[config.mk]
export PLATFORM = sky130hd
export DESIGN_NAME = modbus_rtu_gripper_framer_top
export DESIGN_NICKNAME = d
export VERILOG_FILES = /design/src/design/mrgf_pkg.sv /design/src/design/mrgf_front.sv /design/src/design/mrgf_queue.sv /design/src/design/mrgf_back.sv /design/src/design/modbus_rtu_gripper_framer_top.sv
export SDC_FILE = /design/constraint.sdc
export NUM_CORES = 1
export LEC_CHECK = 0
export BUFFER_PORTS_ARGS = -buffer_cell sky130_fd_sc_hd__buf_2
export CORE_MARGIN = 4
export CORE_UTILIZATION = 40
export DETAILED_ROUTE_END_ITERATION = 6
export PLACE_DENSITY = 0.54
export SETUP_SLACK_MARGIN = 0.2
export SLEW_MARGIN = 10
export SYNTH_ARGS = -nofsm -noshare
export SYNTH_HDL_FRONTEND = slang
export SYNTH_SLANG_ARGS = --single-unit
[constraint.sdc]
create_clock -name clk -period 9.03 [get_ports clk]
set_input_delay 0.903 -clock clk [delete_from_list [all_inputs] [get_ports clk]]
set_output_delay 0.903 -clock clk [all_outputs]
set_load 0.02 [all_outputs]
[src/design/mrgf_pkg.sv]
// Shared types, constants and the CRC-16 byte update for the gripper framer.
package mrgf_pkg;

  typedef enum logic [1:0] {
    CMD_ACTION   = 2'd0,
    CMD_POSITION = 2'd1,
    CMD_STATUS   = 2'd2,
    CMD_RX       = 2'd3
  } cmd_t;

  localparam logic [7:0]  FN_WRITE        = 8'h10;
  localparam logic [7:0]  FN_READ         = 8'h04;
  localparam logic [15:0] FIRST_OUT_REG   = 16'h03E8;
  localparam logic [15:0] FIRST_IN_REG    = 16'h07D0;
  localparam logic [7:0]  WRITE_REG_COUNT = 8'h03;
  localparam logic [7:0]  READ_REG_COUNT  = 8'h02;
  localparam logic [7:0]  WRITE_BYTE_COUNT = 8'h06;
  localparam logic [7:0]  GOTO_ACTIVATE   = 8'h09;

  localparam logic [3:0]  WRITE_REPLY_LEN = 4'd8;
  localparam logic [3:0]  READ_REPLY_LEN  = 4'd9;
  localparam logic [3:0]  WRITE_FRAME_LEN = 4'd15;
  localparam logic [3:0]  READ_FRAME_LEN  = 4'd8;
  localparam logic [3:0]  DATA_FIRST      = 4'd3;
  localparam logic [3:0]  DATA_LAST       = 4'd6;

  localparam logic [15:0] CRC_INIT = 16'hFFFF;
  localparam logic [15:0] CRC_POLY = 16'hA001;

  localparam logic [7:0]  SLAVE_ID_RESET      = 8'd9;
  localparam int          QUEUE_DEPTH_DEFAULT = 2;

  // One unit of work handed from the front to the back.
  typedef struct packed {
    logic             is_verdict;
    cmd_t             cmd;
    logic [7:0]       action_bits;
    logic [7:0]       position;
    logic [7:0]       speed;
    logic [7:0]       force_req;
    logic             crc_ok;
    logic             id_ok;
    logic [3:0][7:0]  data;
  } job_t;

  // Reflected CRC-16 over one byte, eight shift steps.
  function automatic logic [15:0] crc_byte(input logic [15:0] c_in, input logic [7:0] b);
    logic [15:0] c;
    c = c_in ^ {8'h00, b};
    for (int i = 0; i < 8; i++) begin
      if (c[0]) begin
        c = (c >> 1) ^ CRC_POLY;
      end else begin
        c = c >> 1;
      end
    end
    return c;
  endfunction

endpackage

[src/design/mrgf_front.sv]
// Front end: accepts items, tracks the pending reply and queues frame and verdict jobs.
module mrgf_front (
  input  logic              clk,
  input  logic              rst,
  input  logic [7:0]        slave_id,
  input  logic              in_valid,
  output logic              in_stall,
  input  logic [1:0]        command,
  input  logic [7:0]        action_bits,
  input  logic [7:0]        position,
  input  logic [7:0]        speed,
  input  logic [7:0]        force_req,
  input  logic [7:0]        rx_byte,
  input  logic              q_full,
  output logic              q_push,
  output mrgf_pkg::job_t    q_data
);
  import mrgf_pkg::*;

  logic             reply_pending;
  logic [3:0]       expected_length;
  logic [3:0]       received_count;
  logic [15:0]      reply_crc;
  logic [7:0]       first_byte;
  logic [7:0]       prev_byte;
  logic [3:0][7:0]  data_bytes;

  logic             accept;
  logic             is_request;
  logic             rx_take;
  logic             rx_final;
  logic [3:0]       count_inc;
  logic [1:0]       data_slot;
  cmd_t             cmd;

  assign cmd        = cmd_t'(command);
  assign in_stall   = q_full;
  assign accept     = in_valid && !q_full;
  assign is_request = (cmd != CMD_RX);
  assign rx_take    = accept && !is_request && reply_pending;
  assign count_inc  = received_count + 4'd1;
  assign rx_final   = rx_take && (count_inc == expected_length);
  assign data_slot  = 2'(received_count - DATA_FIRST);

  always_comb begin
    q_push = (accept && is_request) || rx_final;
    q_data = '0;
    q_data.is_verdict  = !is_request;
    q_data.cmd         = cmd;
    q_data.action_bits = action_bits;
    q_data.position    = position;
    q_data.speed       = speed;
    q_data.force_req   = force_req;
    // The final byte is the CRC high byte; the one before it the low byte.
    q_data.crc_ok      = (reply_crc[7:0] == prev_byte) && (reply_crc[15:8] == rx_byte);
    q_data.id_ok       = (first_byte == slave_id);
    q_data.data        = data_bytes;
  end

  always_ff @(posedge clk) begin
    if (rst) begin
      reply_pending   <= 1'b0;
      expected_length <= 4'd0;
      received_count  <= 4'd0;
      reply_crc       <= CRC_INIT;
    end else if (accept && is_request) begin
      // Arm a fresh reply, abandoning any one still in progress.
      reply_pending   <= 1'b1;
      expected_length <= (cmd == CMD_STATUS) ? READ_REPLY_LEN : WRITE_REPLY_LEN;
      received_count  <= 4'd0;
      reply_crc       <= CRC_INIT;
    end else if (rx_take) begin
      received_count <= count_inc;
      if ((received_count + 4'd2) < expected_length) begin
        reply_crc <= crc_byte(reply_crc, rx_byte);
      end
      if (rx_final) begin
        reply_pending <= 1'b0;
      end
    end
  end

  always_ff @(posedge clk) begin
    if (rx_take) begin
      prev_byte <= rx_byte;
      if (received_count == 4'd0) begin
        first_byte <= rx_byte;
      end
      if (received_count >= DATA_FIRST && received_count <= DATA_LAST) begin
        data_bytes[data_slot] <= rx_byte;
      end
    end
  end

  a_count_in_range: assert property (@(posedge clk) disable iff (rst)
    reply_pending |-> (received_count < expected_length))
    else $error("received count reached expected length while reply pending");

endmodule

[src/design/mrgf_queue.sv]
// Short job queue between the front and back ends.
module mrgf_queue #(
  parameter int DEPTH = mrgf_pkg::QUEUE_DEPTH_DEFAULT
) (
  input  logic            clk,
  input  logic            rst,
  input  logic            push,
  input  mrgf_pkg::job_t  push_data,
  output logic            full,
  input  logic            pop,
  output mrgf_pkg::job_t  pop_data,
  output logic            empty
);
  import mrgf_pkg::*;

  localparam int PTR_W = $clog2(DEPTH);
  localparam int CNT_W = $clog2(DEPTH + 1);

  job_t              slots [DEPTH];
  logic [PTR_W-1:0]  wr_ptr;
  logic [PTR_W-1:0]  rd_ptr;
  logic [CNT_W-1:0]  count;

  assign full     = (count == CNT_W'(DEPTH));
  assign empty    = (count == '0);
  assign pop_data = slots[rd_ptr];

  always_ff @(posedge clk) begin
    if (rst) begin
      wr_ptr <= '0;
      rd_ptr <= '0;
      count  <= '0;
    end else begin
      if (push) begin
        wr_ptr <= (wr_ptr == PTR_W'(DEPTH - 1)) ? '0 : wr_ptr + 1'b1;
      end
      if (pop) begin
        rd_ptr <= (rd_ptr == PTR_W'(DEPTH - 1)) ? '0 : rd_ptr + 1'b1;
      end
      if (push && !pop) begin
        count <= count + 1'b1;
      end else if (pop && !push) begin
        count <= count - 1'b1;
      end
    end
  end

  always_ff @(posedge clk) begin
    if (push) begin
      slots[wr_ptr] <= push_data;
    end
  end

  a_no_push_full: assert property (@(posedge clk) disable iff (rst) full |-> !push)
    else $error("push into full job queue");

  a_no_pop_empty: assert property (@(posedge clk) disable iff (rst) empty |-> !pop)
    else $error("pop from empty job queue");

endmodule

[src/design/mrgf_back.sv]
// Back end: serializes frame bytes with running CRC and emits verdicts.
module mrgf_back (
  input  logic            clk,
  input  logic            rst,
  input  logic [7:0]      slave_id,
  input  mrgf_pkg::job_t  head,
  input  logic            head_empty,
  output logic            head_pop,
  output logic            out_valid,
  input  logic            out_stall,
  output logic            kind,
  output logic [7:0]      tx_byte,
  output logic            last,
  output logic            crc_ok,
  output logic            id_ok,
  output logic [7:0]      data_byte0,
  output logic [7:0]      data_byte1,
  output logic [7:0]      data_byte2,
  output logic [7:0]      data_byte3
);
  import mrgf_pkg::*;

  logic [3:0]   idx;
  logic [15:0]  crc;
  logic         load;
  logic [3:0]   frame_len;
  logic [7:0]   body_byte;
  logic [7:0]   cur_byte;
  logic         in_body;
  logic         last_byte;

  function automatic logic [7:0] frame_byte(input job_t j, input logic [3:0] i,
                                            input logic [7:0] id);
    logic [7:0] b;
    logic       act;
    b   = 8'h00;
    act = (j.cmd == CMD_ACTION);
    if (j.cmd == CMD_STATUS) begin
      case (i)
        4'd0:    b = id;
        4'd1:    b = FN_READ;
        4'd2:    b = FIRST_IN_REG[15:8];
        4'd3:    b = FIRST_IN_REG[7:0];
        4'd5:    b = READ_REG_COUNT;
        default: b = 8'h00;
      endcase
    end else begin
      case (i)
        4'd0:    b = id;
        4'd1:    b = FN_WRITE;
        4'd2:    b = FIRST_OUT_REG[15:8];
        4'd3:    b = FIRST_OUT_REG[7:0];
        4'd5:    b = WRITE_REG_COUNT;
        4'd6:    b = WRITE_BYTE_COUNT;
        4'd7:    b = act ? j.action_bits : GOTO_ACTIVATE;
        4'd10:   b = act ? 8'h00 : j.position;
        4'd11:   b = act ? 8'h00 : j.speed;
        4'd12:   b = act ? 8'h00 : j.force_req;
        default: b = 8'h00;
      endcase
    end
    return b;
  endfunction

  assign frame_len = (head.cmd == CMD_STATUS) ? READ_FRAME_LEN : WRITE_FRAME_LEN;
  assign in_body   = idx < (frame_len - 4'd2);
  assign last_byte = (idx == (frame_len - 4'd1));
  assign body_byte = frame_byte(head, idx, slave_id);
  assign cur_byte  = in_body ? body_byte :
                     (idx == (frame_len - 4'd2)) ? crc[7:0] : crc[15:8];

  assign load     = !head_empty && (!out_valid || !out_stall);
  assign head_pop = load && (head.is_verdict || last_byte);

  always_ff @(posedge clk) begin
    if (rst) begin
      out_valid <= 1'b0;
      idx       <= 4'd0;
      crc       <= CRC_INIT;
    end else begin
      if (load) begin
        out_valid <= 1'b1;
      end else if (!out_stall) begin
        out_valid <= 1'b0;
      end
      if (load && !head.is_verdict) begin
        if (last_byte) begin
          idx <= 4'd0;
          crc <= CRC_INIT;
        end else begin
          idx <= idx + 4'd1;
          if (in_body) begin
            crc <= crc_byte(crc, body_byte);
          end
        end
      end
    end
  end

  always_ff @(posedge clk) begin
    if (load) begin
      kind       <= head.is_verdict;
      tx_byte    <= head.is_verdict ? 8'h00 : cur_byte;
      last       <= head.is_verdict || last_byte;
      crc_ok     <= head.is_verdict && head.crc_ok;
      id_ok      <= head.is_verdict && head.id_ok;
      data_byte0 <= head.is_verdict ? head.data[0] : 8'h00;
      data_byte1 <= head.is_verdict ? head.data[1] : 8'h00;
      data_byte2 <= head.is_verdict ? head.data[2] : 8'h00;
      data_byte3 <= head.is_verdict ? head.data[3] : 8'h00;
    end
  end

  a_verdict_last: assert property (@(posedge clk) disable iff (rst)
    (out_valid && kind) |-> last)
    else $error("verdict item without last");

endmodule

[src/design/modbus_rtu_gripper_framer_top.sv]
// Top level of the Modbus RTU gripper framer: config register, front, job queue, back.
//
// Modbus RTU master framer for a gripper. Each request item (action, position or
// status read) produces one result item per frame byte, 15 bytes for a write and
// 8 for the status read, ending with a CRC-16 (reflected 0xA001, seed 0xFFFF)
// sent low byte first; last marks the final byte. A request also arms reception
// of the reply: 8 bytes for a write, 9 for the read. Received-byte items are
// checked as they arrive, one per cycle while the job queue has room, and give
// no result until the last expected byte, which yields one verdict item (kind 1)
// with crc_ok, id_ok and reply bytes 3 to 6. Received bytes with no reply pending
// are dropped, and a new request abandons a reply in progress. The back end emits
// one result item per cycle while out_stall is low, one per frame byte or verdict;
// this byte serializer sets the sustained rate. The front end takes
// an item every cycle while the job queue (QUEUE_DEPTH jobs, at least 2) has room,
// and stalls the input only when the queue is full. The output is registered, so
// an item can be accepted while a finished result still waits. slave_id resets
// to 9 and is written through the cfg channel, which is always ready.
module modbus_rtu_gripper_framer_top #(
  parameter int QUEUE_DEPTH = mrgf_pkg::QUEUE_DEPTH_DEFAULT
) (
  input  logic        clk,
  input  logic        rst,
  input  logic        cfg_valid,
  output logic        cfg_ready,
  input  logic [7:0]  cfg_data,
  input  logic        in_valid,
  output logic        in_stall,
  input  logic [1:0]  command,
  input  logic [7:0]  action_bits,
  input  logic [7:0]  position,
  input  logic [7:0]  speed,
  input  logic [7:0]  force_req,
  input  logic [7:0]  rx_byte,
  output logic        out_valid,
  input  logic        out_stall,
  output logic        kind,
  output logic [7:0]  tx_byte,
  output logic        last,
  output logic        crc_ok,
  output logic        id_ok,
  output logic [7:0]  data_byte0,
  output logic [7:0]  data_byte1,
  output logic [7:0]  data_byte2,
  output logic [7:0]  data_byte3
);
  import mrgf_pkg::*;

  logic [7:0]  slave_id;
  logic        q_push;
  logic        q_pop;
  logic        q_full;
  logic        q_empty;
  job_t        q_in;
  job_t        q_head;

  // Hold the slave address; the write channel never waits.
  assign cfg_ready = 1'b1;

  always_ff @(posedge clk) begin
    if (rst) begin
      slave_id <= SLAVE_ID_RESET;
    end else if (cfg_valid && cfg_ready) begin
      slave_id <= cfg_data;
    end
  end

  // Classify items and track the pending reply.
  mrgf_front u_front (
    .clk         (clk),
    .rst         (rst),
    .slave_id    (slave_id),
    .in_valid    (in_valid),
    .in_stall    (in_stall),
    .command     (command),
    .action_bits (action_bits),
    .position    (position),
    .speed       (speed),
    .force_req   (force_req),
    .rx_byte     (rx_byte),
    .q_full      (q_full),
    .q_push      (q_push),
    .q_data      (q_in)
  );

  // Decouple the two sides so each stalls on its own.
  mrgf_queue #(
    .DEPTH (QUEUE_DEPTH)
  ) u_queue (
    .clk       (clk),
    .rst       (rst),
    .push      (q_push),
    .push_data (q_in),
    .full      (q_full),
    .pop       (q_pop),
    .pop_data  (q_head),
    .empty     (q_empty)
  );

  // Serialize frames and emit verdicts, one result item per cycle while the output is not stalled.
  mrgf_back u_back (
    .clk        (clk),
    .rst        (rst),
    .slave_id   (slave_id),
    .head       (q_head),
    .head_empty (q_empty),
    .head_pop   (q_pop),
    .out_valid  (out_valid),
    .out_stall  (out_stall),
    .kind       (kind),
    .tx_byte    (tx_byte),
    .last       (last),
    .crc_ok     (crc_ok),
    .id_ok      (id_ok),
    .data_byte0 (data_byte0),
    .data_byte1 (data_byte1),
    .data_byte2 (data_byte2),
    .data_byte3 (data_byte3)
  );

endmodule

==> results.json <==
{
  "hold_start": "u_front.q_data[16]",
  "crit_fanout": 37,
  "drt_drc_violations_left": 0,
  "dp_hpwl_um": 17000,
  "vias_in_the_first_global_route": 6964,
  "tightestPinTransition_ns": 1.14,
  "ant_nets": 0,
  "period_needed_ns": 4.16,
  "synth-seq-area-share_pct": 67.4,
  "cts_root_buffer": "sky130_fd_sc_hd__clkbuf_16",
  "worst_ep_arrival_time_ns": 4.61,
  "port-buffer-count": 100,
  "pwr-share-seq_pct": 42.7,
  "first_iter_violations": 503,
  "number_of_antenna_violations_at_the_first_check_in_global_routing": 1,
  "setup.worst_path.end_class": "register",
  "worst-setup-path-type": "register to register",
  "worst_ep_required_time_ns": 9.48,
  "max_cap_violations": 0,
  "std_cell_rows": 62,
  "postCtsSetupRepairBufs": 0,
  "setup_viol_count_final": 0,
  "combinationalPowerShare_pct": 27.7,
  "area.growth.synth_to_final_pct": 15.9,
  "slowest_stage": "sky130_fd_sc_hd__dfxtp_4",
  "rsz0062_at_grt": "no",
  "cp_cell_sequence": "nor3b_1, nor2_1, inv_1, ha_1, nand2_1, nor2_1, nor2_1, inv_1, a21oi_1, nand2_1, o22ai_1, nand2b_1",
  "clock_sinks": 287,
  "cts_inserted_buffers": 30,
  "slowest_delay_ns": 0.70,
  "cp_num_buf_inv": 2,
  "num-fill-cells": 2622,
  "worst-r2r-setup-slack_ns": 4.87,
  "grt_overflow": 0,
  "vias": 7003,
  "fraction_of_final_layout_cells_with_drive_strength_greater_than_1_pct": 17.3,
  "detail_route.wirelength_um": 26200,
  "cellInternalPower_mw": 2.91,
  "design_area_mm2": 0.0138,
  "grt_pass1_wl_um": 40600,
  "core_area_mm2": 0.0291,
  "crit_top_cell": "sky130_fd_sc_hd__nor2_1",
  "layout_common_cells": "sky130_fd_sc_hd__edfxtp_1 (230), sky130_fd_sc_hd__buf_2 (100), sky130_fd_sc_hd__nor2_1 (82), sky130_fd_sc_hd__mux2i_1 (72), sky130_fd_sc_hd__dfxtp_1 (56)",
  "hold_buffers": 0,
  "start_util_pct": 41.0,
  "vias_per_cell": 5.13,
  "fmax_ghz": 0.240,
  "top_level_ports": 102,
  "die_width_um": 181,
  "yosys-top-cells-area": "sky130_fd_sc_hd__edfxtp_1 (58%), sky130_fd_sc_hd__dfxtp_1 (9.6%), sky130_fd_sc_hd__mux2i_1 (6.1%)",
  "gpl.final_weighted_congestion": 0.814,
  "avgSynthCellArea_um2": 13.9,
  "synth-main-ff-cell": "sky130_fd_sc_hd__edfxtp_1",
  "final.hold.worst_slack_ns": 0.443,
  "instances_no_fill": 1366,
  "die_area_mm2": 0.0327,
  "critical_path.top_delay_family": "simple AND/OR/NAND/NOR gates",
  "clockPowerShare_pct": 29.7,
  "timing_hold_violations_final": 0,
  "power.net_switching_mw": 1.35,
  "h-tree-depth": 1,
  "post_cts_resized": 0,
  "clock_path_buffers": 3,
  "grtUsageTotal_pct": 15.6,
  "grt_max_degree": 70,
  "clkTransAtPathRegs_ns": 0.06,
  "synthesis.instances": 858,
  "synth.cell_area_mm2": 0.0119,
  "number_of_enable_flip_flop_cells_after_synthesis": 230,
  "cellLeakagePower_nw": 4.94,
  "postSynthNetCount": 930,
  "cts_tree": "done",
  "result_of_the_run": "complete, no violations",
  "layout_commonest_cell": "sky130_fd_sc_hd__edfxtp_1",
  "avgRoutedWirePerCell_um": 19.2,
  "ys_types": 67,
  "worst_skew_pair.late_latency_ns": 0.57,
  "crit_path_start_kind": "register",
  "final_max_slew_viol_count": 0,
  "post-synth-top-area-fraction_pct": 57.9,
  "die_h_um": 181,
  "totalNegativeSetupSlack_ns": 0,
  "maximum_ir_drop_on_the_vdd_rail_v": 0.000249,
  "worst_clock_skew_ns": 0.0168,
  "final_min_period_over_clock_period_pct": 46.1,
  "drt-pass1-iter-count": 5,
  "share_of_synthesized_registers_carrying_an_async_set_or_reset_pct": 0,
  "max-slew-margin-rel_pct": 23.7,
  "power_switching_share_pct": 31.7,
  "powerDensity_mw_per_mm2": 308,
  "hold_path_class": "register to register",
  "dp_cells": 1310,
  "seq_cells_post_synth": 287,
  "post_synthesis_cell_type_with_the_largest_combined_area": "sky130_fd_sc_hd__edfxtp_1",
  "yosysWarnings": 0,
  "n_antenna_cell": 0,
  "place_area_mm2": 0.0128,
  "design.final.nets": 1030
}
## stage by stage
step / setup WS, ns / utilization (%) / power [mW]
floorplan: 3.50 / - / 2.70
global placement: 4.92 / 44.0 / 3.03
detailed placement: 4.86 / 44.0 / 3.03
CTS: 4.87 / 47.5 / 4.31
global route: 4.48 / 47.5 / 4.47
finish: 4.87 / 47.5 / 4.26
## power groups by stage
stage	clock network (mW)	registers (mW)	logic, mW
floorplan	0	1.95	0.752
global placement	0	1.84	1.18
detailed placement	0	1.85	1.19
CTS	1.29	1.82	1.19
global route	1.35	1.84	1.28
finish	1.26	1.82	1.18
## cell usage after synthesis (all sizes together), types with 6 or more instances
library cell / n
nor2b: 6
o22ai: 9
nand3b: 7
o211ai: 11
or3: 8
a21oi: 36
nand2b: 8
buf: 18
ha: 17
xor2: 24
o21ai: 29
a211o: 7
xnor2: 48
nand3: 8
nand4: 9
nor2: 82
a211oi: 8
mux2i: 73
inv: 17
dfxtp: 57
nor3: 9
clkbuf: 20
edfxtp: 230
and2: 9
nand2: 42
## path summary, 6_finish.rpt
| kind | cells after the start | to |
|---|---|---|
| min reg2reg | 0 | u_queue.slots[1][16] |
| min | 0 | u_queue.slots[1][16] |
| max | 12 | u_back.crc[6] |
| max reg2reg | 12 | u_back.crc[6] |
## layout make-up
cell class	instances	area (um2)	share of cell area, %
timing repair buffer	106	546	3.94
inverter	18	67.6	0.489
clock buffer	37	777	5.62
clock inverter	19	245	1.77
multi-input combinational	515	3660	26.5
sequential	287	8050	58.2
tap	384	480	3.47
## sequential cells by signal, summed over array words and instances (netlist names), 16 cells and up, named ones only
signal	count
u_queue.slots	138
u_front.q_data	32
u_back.crc	16
u_front.reply_crc	16
## logic make-up after synthesis
logic type / after synthesis / share of synthesized area [%]
AOI/OAI and AO/OA: 139 / 7.86
xor gates and xnor gates: 74 / 5.74
adders and majority gates: 17 / 1.78
buffers and inverters: 56 / 2.18
DFF: 287 / 67.4
muxes: 77 / 6.50
other: 1 / 0.0314
and+or+nand+nor: 207 / 8.46
## metal layers
layer  share of wire, %  routed length, um  vias up  GRT usage, %
met5                  0                  0        -             0
met4                1.4                371        0          3.09
met3                4.9               1270       35          2.53
met2                 45              11900      155          24.3
met1                 48              12600     3417          23.2
li1                   -                  -     3396             -
Power figures use the tool's default switching activity.
